## config.mk

```make
export PLATFORM = sky130hd
export DESIGN_NAME = three_layer_alpha_compositor
export DESIGN_NICKNAME = d
export VERILOG_FILES = /design/src/rtl/tlac_pkg.sv /design/src/rtl/three_layer_alpha_compositor.sv
export VERILOG_INCLUDE_DIRS = /design/src /design/src/rtl
export SDC_FILE = /design/constraint.sdc
export NUM_CORES = 2
export LEC_CHECK = 0
export BUFFER_PORTS_ARGS = -buffer_cell sky130_fd_sc_hd__buf_2
export CAP_MARGIN = 25
export CORE_MARGIN = 2
export CORE_UTILIZATION = 30
export CTS_CLUSTER_SIZE = 12
export DETAILED_ROUTE_END_ITERATION = 8
export SYNTH_ARGS = -nofsm -noshare
export SYNTH_HDL_FRONTEND = slang
export SYNTH_SLANG_ARGS = --single-unit
```

## constraint.sdc

```tcl
create_clock -name clk -period 9.2 [get_ports clk]
set_input_delay 0.46 -clock clk [delete_from_list [all_inputs] [get_ports clk]]
set_output_delay 0.46 -clock clk [all_outputs]
set_load 0.01 [all_outputs]
```

## src/rtl/three_layer_alpha_compositor_macros.svh

```systemverilog
// Assertion macros for the three-layer alpha compositor.
// Needs clk and rst_n in the scope of the module that uses them.
`ifndef THREE_LAYER_ALPHA_COMPOSITOR_MACROS_SVH
`define THREE_LAYER_ALPHA_COMPOSITOR_MACROS_SVH

// Same-cycle implication, disabled during reset.
`define TLAC_ASSERT_NOW(label, ante, cons, msg) \
    label: assert property (@(posedge clk) disable iff (!rst_n) (ante) |-> (cons)) \
        else $error(msg);

// Next-cycle implication, disabled during reset.
`define TLAC_ASSERT_NEXT(label, ante, cons, msg) \
    label: assert property (@(posedge clk) disable iff (!rst_n) (ante) |=> (cons)) \
        else $error(msg);

`endif

```

## src/rtl/tlac_pkg.sv

```systemverilog
// Shared types, constants and the divide-by-255 and mix-sum helpers for the compositor.
// No dependencies.
`timescale 1ns / 1ps

package tlac_pkg;

    localparam int unsigned PIX_W  = 32;
    localparam int unsigned CH_W   = 8;
    localparam int unsigned SUM_W  = 16;
    localparam int unsigned NUM_CH = 3;

    localparam logic [CH_W-1:0] FULL_ALPHA = 8'hff;
    localparam logic [CH_W-1:0] ZERO_ALPHA = 8'h00;

    typedef enum logic [1:0] {
        MODE_FRAME,
        MODE_CHAR,
        MODE_BKG,
        MODE_BLEND
    } mode_t;

    typedef logic [NUM_CH-1:0][CH_W-1:0]  rgb_t;
    typedef logic [NUM_CH-1:0][SUM_W-1:0] sums_t;

    // floor(x / 255) for x up to 65279 (the result is 8 bits): (x + (x >> 8) + 1) >> 8
    function automatic logic [CH_W-1:0] div255(input logic [SUM_W-1:0] x);
        logic [SUM_W:0] t;
        t = {1'b0, x} + {{(CH_W+1){1'b0}}, x[SUM_W-1:CH_W]} + {{SUM_W{1'b0}}, 1'b1};
        return t[SUM_W-1:CH_W];
    endfunction

    // a*alpha + b*(255-alpha); at most 255*255, fits 16 bits
    function automatic logic [SUM_W-1:0] mix_sum(input logic [CH_W-1:0] a,
                                                 input logic [CH_W-1:0] b,
                                                 input logic [CH_W-1:0] alpha);
        logic [SUM_W-1:0] pa;
        logic [SUM_W-1:0] pb;
        pa = SUM_W'(a) * SUM_W'(alpha);
        pb = SUM_W'(b) * SUM_W'(FULL_ALPHA - alpha);
        return pa + pb;
    endfunction

endpackage

```

## src/rtl/three_layer_alpha_compositor.sv

```systemverilog
// Three-layer alpha compositor: frame over character over background.
// Depends on tlac_pkg and three_layer_alpha_compositor_macros.svh.
//
//   channel | signals                                        | dir
//   --------+------------------------------------------------+-----
//   input   | in_valid, in_ready, frame_pixel,               | in
//           | character_pixel, background_pixel              |
//   output  | out_valid, out_ready, out_pixel                | out
//
// One word in per cycle, one word out per cycle while the output is taken; words pass
// through four register stages (two multiply-add stages, two divide stages).
// All stages advance together when the output register is empty or taken;
// otherwise the whole pipeline holds and in_ready is low.
// Reset clears the stage valid bits; payload registers are not reset.
`timescale 1ns / 1ps
`include "three_layer_alpha_compositor_macros.svh"

module three_layer_alpha_compositor
    import tlac_pkg::*;
(
    input  logic             clk,
    input  logic             rst_n,
    input  logic             in_valid,
    output logic             in_ready,
    input  logic [PIX_W-1:0] frame_pixel,
    input  logic [PIX_W-1:0] character_pixel,
    input  logic [PIX_W-1:0] background_pixel,
    output logic             out_valid,
    input  logic             out_ready,
    output logic [PIX_W-1:0] out_pixel
);

    logic advance;

    // stage 1: character-over-background products
    logic             s1_valid_reg;
    mode_t            s1_mode_reg;
    logic [PIX_W-1:0] s1_pass_reg;
    rgb_t             s1_frame_reg;
    logic [CH_W-1:0]  s1_fa_reg;
    sums_t            s1_sum_reg;

    // stage 2: intermediate pixel
    logic             s2_valid_reg;
    mode_t            s2_mode_reg;
    logic [PIX_W-1:0] s2_pass_reg;
    rgb_t             s2_frame_reg;
    logic [CH_W-1:0]  s2_fa_reg;
    rgb_t             s2_mid_reg;

    // stage 3: frame-over-intermediate products
    logic             s3_valid_reg;
    mode_t            s3_mode_reg;
    logic [PIX_W-1:0] s3_pass_reg;
    sums_t            s3_sum_reg;

    // stage 4: output register
    logic             out_valid_reg;
    logic [PIX_W-1:0] out_pixel_reg;

    mode_t            s1_mode_next;
    logic [PIX_W-1:0] s1_pass_next;
    sums_t            s1_sum_next;
    rgb_t             s2_mid_next;
    sums_t            s3_sum_next;
    logic [PIX_W-1:0] out_pixel_next;

    logic [CH_W-1:0]  in_fa;
    logic [CH_W-1:0]  in_ca;

    assign advance  = !out_valid_reg || out_ready;
    assign in_ready = advance;
    assign in_fa    = frame_pixel[PIX_W-1 -: CH_W];
    assign in_ca    = character_pixel[PIX_W-1 -: CH_W];

    always_comb
    begin
        priority if (in_fa == FULL_ALPHA)
        begin
            s1_mode_next = MODE_FRAME;
            s1_pass_next = frame_pixel;
        end
        else if (in_fa == ZERO_ALPHA && in_ca == FULL_ALPHA)
        begin
            s1_mode_next = MODE_CHAR;
            s1_pass_next = character_pixel;
        end
        else if (in_fa == ZERO_ALPHA && in_ca == ZERO_ALPHA)
        begin
            s1_mode_next = MODE_BKG;
            s1_pass_next = background_pixel;
        end
        else
        begin
            s1_mode_next = MODE_BLEND;
            s1_pass_next = background_pixel;
        end
    end

    always_comb
    begin
        for (int c = 0; c < NUM_CH; c++)
        begin
            s1_sum_next[c] = mix_sum(character_pixel[c*CH_W +: CH_W],
                                     background_pixel[c*CH_W +: CH_W], in_ca);
            s2_mid_next[c] = div255(s1_sum_reg[c]);
            s3_sum_next[c] = mix_sum(s2_frame_reg[c], s2_mid_reg[c], s2_fa_reg);
        end
    end

    always_comb
    begin
        unique case (s3_mode_reg)
            MODE_BLEND:
            begin
                out_pixel_next = {FULL_ALPHA, div255(s3_sum_reg[2]),
                                  div255(s3_sum_reg[1]), div255(s3_sum_reg[0])};
            end
            default:
            begin
                out_pixel_next = s3_pass_reg;
            end
        endcase
    end

    // valid bits
    always_ff @(posedge clk or negedge rst_n)
    begin
        if (!rst_n)
        begin
            s1_valid_reg  <= 1'b0;
            s2_valid_reg  <= 1'b0;
            s3_valid_reg  <= 1'b0;
            out_valid_reg <= 1'b0;
        end
        else if (advance)
        begin
            s1_valid_reg  <= in_valid;
            s2_valid_reg  <= s1_valid_reg;
            s3_valid_reg  <= s2_valid_reg;
            out_valid_reg <= s3_valid_reg;
        end
    end

    // payload; hold everything while the output word waits
    always_ff @(posedge clk)
    begin
        if (advance)
        begin
            s1_mode_reg   <= s1_mode_next;
            s1_pass_reg   <= s1_pass_next;
            s1_frame_reg  <= frame_pixel[NUM_CH*CH_W-1:0];
            s1_fa_reg     <= in_fa;
            s1_sum_reg    <= s1_sum_next;

            s2_mode_reg   <= s1_mode_reg;
            s2_pass_reg   <= s1_pass_reg;
            s2_frame_reg  <= s1_frame_reg;
            s2_fa_reg     <= s1_fa_reg;
            s2_mid_reg    <= s2_mid_next;

            s3_mode_reg   <= s2_mode_reg;
            s3_pass_reg   <= s2_pass_reg;
            s3_sum_reg    <= s3_sum_next;

            out_pixel_reg <= out_pixel_next;
        end
    end

    assign out_valid = out_valid_reg;
    assign out_pixel = out_pixel_reg;

    `TLAC_ASSERT_NEXT(a_accept_enters_s1, in_valid && in_ready, s1_valid_reg,
        "accepted word did not reach stage 1")
    `TLAC_ASSERT_NEXT(a_stall_freezes_pipe, !in_ready,
        $stable(s1_valid_reg) && $stable(s2_valid_reg) && $stable(s3_valid_reg),
        "pipeline moved during a stall")
    `TLAC_ASSERT_NEXT(a_blend_alpha_full, advance && s3_valid_reg && s3_mode_reg == MODE_BLEND,
        out_pixel[PIX_W-1 -: CH_W] == FULL_ALPHA,
        "blended word without full alpha")
    `TLAC_ASSERT_NOW(a_pass_frame_alpha, s1_valid_reg && s1_mode_reg == MODE_FRAME,
        s1_fa_reg == FULL_ALPHA && s1_pass_reg[PIX_W-1 -: CH_W] == FULL_ALPHA,
        "frame pass-through chosen for a non-opaque frame")

endmodule

```

==> parameters.txt <==
Parameter                              Value

Run status
  Run status    finished clean

Timing
  Number of slew-limit violations in the final report    0
  Measured slew at the worst slew-check pin    roughly 1000 ps
  Share of the cycle needed by the critical path after routing    between 60% and 70%
  Unrepaired setup endpoints after global routing    no
  Relative slew slack    a little under a third
  Sum of negative setup slack    0 ps
  Shortest clock period the worst path allows after layout    5844 ps
  Final hold viol count    0
  Setup clock skew after layout    about 20 ps
  Number of endpoints failing setup at the final stage    0
  Achievable clock frequency    171.1 MHz
  Final critical-path setup slack    roughly 3400 ps

Placed design
  Number of cells in the design after placement    between 5,000 and 6,000
  Count of buffers from port buffering    133
  Post-detailed-placement half-perimeter wirelength    approximately 68,000 um
  Post-place setup slack    ~3000 ps
  Gp weighted congestion    0.8298

Global route
  GRT Overall Usage    a little over an eighth
  Global-route wire length before repair    about 140,000 um
  Initial antenna violation count    8
  Maximum number of pins on one net before global-route repair    roughly 170
  Overflow left after global routing    0
  Vias in the first global route    roughly 27,000

Setup path
  Standard cell with the maximum stage delay on the critical path    fa_1
  Critical Path Source    s2_fa_reg[2]
  CP Max Fanout    between 40 and 50
  Critical path's largest stage delay    ~550 ps
  Arrival time of data at the critical path endpoint    roughly 6200 ps
  R2r endpoint    s3_sum_reg[47]
  Startpoint type of the worst setup path    flip-flop
  Required @ worst endpoint    roughly 9600 ps
  Cell-by-cell trace of the critical path    buf_4, nand2_1, fa_1, fa_1, fa_1, inv_1, fa_1, fa_1, inv_1, fa_1, inv_1, ha_1, a211o_1, o211ai_1, a21o_1, nand2_1, a311oi_1
  Crit path kind    reg2reg
  Reg2Reg Launch Point    s2_fa_reg[2]
  Crit-path most repeated cell    fa_1
  Reg2reg setup slack    about 3400 ps
  Worst r2r path cells    17
  Critical Path End Type    flip-flop

Die
  DIE HEIGHT    363.7 um
  Die area    132,300 sq um
  Initial Utilization    between 30% and 40%
  Site row count    around 130
  Number of primary I/O pins    about 130
  Area inside the core boundary    approximately 130,000 sq um
  Chip Width    about 360 um

Clock network
  Total CTS buffers    38
  Maximum number of buffers from clock root to sink    3
  Quantity of hold-fixing buffers added after cts    1
  CTS root buf    clkbuf_16
  Clock tree from TritonCTS    done
  Clock net sink count    322
  Number of buffers inserted to repair setup after CTS    0
  CTS H-Tree Depth    2
  Resized Gates After CTS    0
  Clock network latency to the later pin of the worst-skew pair    ~570 ps
  Post-CTS clock slew at the launch and capture registers of the worst setup and hold paths    approximately 70 ps

Hold path
  Source of the worst hold timing path    frame_pixel[27]
  HP Class    in2reg
  Worst Hold Path EP    s1_fa_reg[3]
  Number of instances on the worst hold path    1

Logic synthesis
  Syn Inst Count    3,713
  Sequential fraction of the synthesis area    between 20% and 30%
  Main combinational cell family by area after synthesis    adder cells
  Count of unique library cells instantiated by Yosys    between 50 and 60
  Synthesized-area fraction occupied by and/or/nand/nor cells    about 15%
  Adder-cell share of the synthesized area    43.28%
  Post-synthesis xor/xnor area fraction    approximately 2.5%
  Post-Synthesis Cell Area    38,810 sq um
  Number of enable flip-flop cells after synthesis    around 320
  Ys async rst share    approximately 1.2%
  Post-Syn Area per Cell    ~10 sq um
  Main flop type after synthesis    edfxtp_1
  Synth Register Bits    about 320
  Share of cell area taken by muxes after synthesis    less than 1%
  Count of yosys warnings during synthesis    0
  Post-synthesis compound-gate area fraction    approximately 4.4%

Drt
  DRC marker count from the first detailed-route iteration    about 1,300
  Wire length on met2    around 40,000 um
  Top layer used by detailed routing    met5
  Vias after detailed routing    24,940
  Overall routed net length    between 80,000 and 90,000 um
  # DRC    0
  Met1 Routed Length    roughly 42,000 um
  Detail-routed via count per cell    4.493
  Routed wl met3    4038 um
  Number of routed nets with antenna violations    0
  First-pass detailed-route iteration total    5
  Post-DR wirelength/cell    between 15 and 20 um

Layout
  Count of placed standard cells in the final layout, fillers left out    5,551
  Share of post-route cells with drive strength above 1    6.044%
  Layout area overhead    9.914%
  Final net count    just under 5,000
  Fill cell total of the finished layout    ~13,000
  ANT cells    0

Run
  Max capacitance violation total    0
==> kinds of logic after synthesis <==
kind of cell	after synthesis
AO/OA/AOI/OAI	264
XOR/XNOR	109
adder cells (fa/ha/maj)	998
buffers and inverters	911
flip-flops	322
multiplexers	37
other	1
AND/OR/NAND/NOR	1071
==> worst max-delay path: cells and delay by family (launching register included) <==
kind / cells / cell delay (ps)
AOI/OAI and AO/OA: 4 / 1030
adders and majority gates: 7 / 3350
and+or+nand+nor: 2 / 240
buffers and inverters: 4 / 640
DFF: 1 / 320
==> placed cells by master (no fill, tap or decap), types with 67 or more instances in the layout <==
cell      netlist  routed
and2_1        215     215
buf_2           5     133
edfxtp_1      318     318
fa_1          574     574
ha_1          424     424
inv_1         797     797
nand2_1       242     242
nand2b_1      146     145
nor2_1         77      76
nor2b_1       262     262
o21ai_0        67      67
xnor2_1        81      81
==> cells in the mapped netlist (28+ instances only) <==
cell | count | share of area, %
inv_1 | 797 | 7.7
fa_1 | 574 | 30
ha_1 | 424 | 14
edfxtp_1 | 318 | 25
nor2b_1 | 262 | 4.2
nand2_1 | 242 | 2.3
and2_1 | 215 | 3.5
nand2b_1 | 146 | 2.4
clkbuf_1 | 98 | 0.95
xnor2_1 | 81 | 1.8
nor2_1 | 77 | 0.74
o21ai_0 | 67 | 0.86
a21oi_1 | 46 | 0.59
o21a_1 | 35 | 0.68
nor3_1 | 32 | 0.41
xor2_1 | 28 | 0.63
==> area by class of cell <==
cell class | instances | area (sq um) | area share (%)
clock inverter | 21 | 237.7 | 0.5573
timing repair buffer | 156 | 873.3 | 2.047
tap | 1729 | 2163 | 5.072
inverter | 797 | 2992 | 7.013
clock buffer | 41 | 983.4 | 2.306
multi-input combinational | 2485 | 25760 | 60.38
sequential | 322 | 9649 | 22.62
==> routing by layer <==
| layer | GRT usage (%) | vias up |
|---|---|---|
| li1 | - | 11770 |
| met1 | 19.28 | 12630 |
| met2 | 22.66 | 457 |
| met3 | 1.848 | 74 |
| met4 | 2.726 | 4 |
| met5 | 0 | - |
==> through the flow <==
| stage | hold slack, ps | utilization (%) | cell area [sq um] |
|---|---|---|---|
| after floorplan | 164.4 | - | 38830 |
| after global placement | 265.6 | 32.34 | 41400 |
| after detailed placement | 270.1 | 32.36 | 41420 |
| after CTS | 51.81 | 33.32 | 42660 |
| after global routing | 67.65 | 33.32 | 42660 |
| final | 87.90 | 33.32 | 42660 |
==> worst max path at each step <==
stage,to
after global routing,s3_sum_reg[31]
after floorplan,s1_sum_reg[30]
after detailed placement,s1_sum_reg[14]
after CTS,s3_sum_reg[47]
final,s3_sum_reg[47]
after global placement,s1_sum_reg[15]
Power is not shown: default switching activity piles up to over one toggle a cycle in this logic, so the estimate is an artifact.
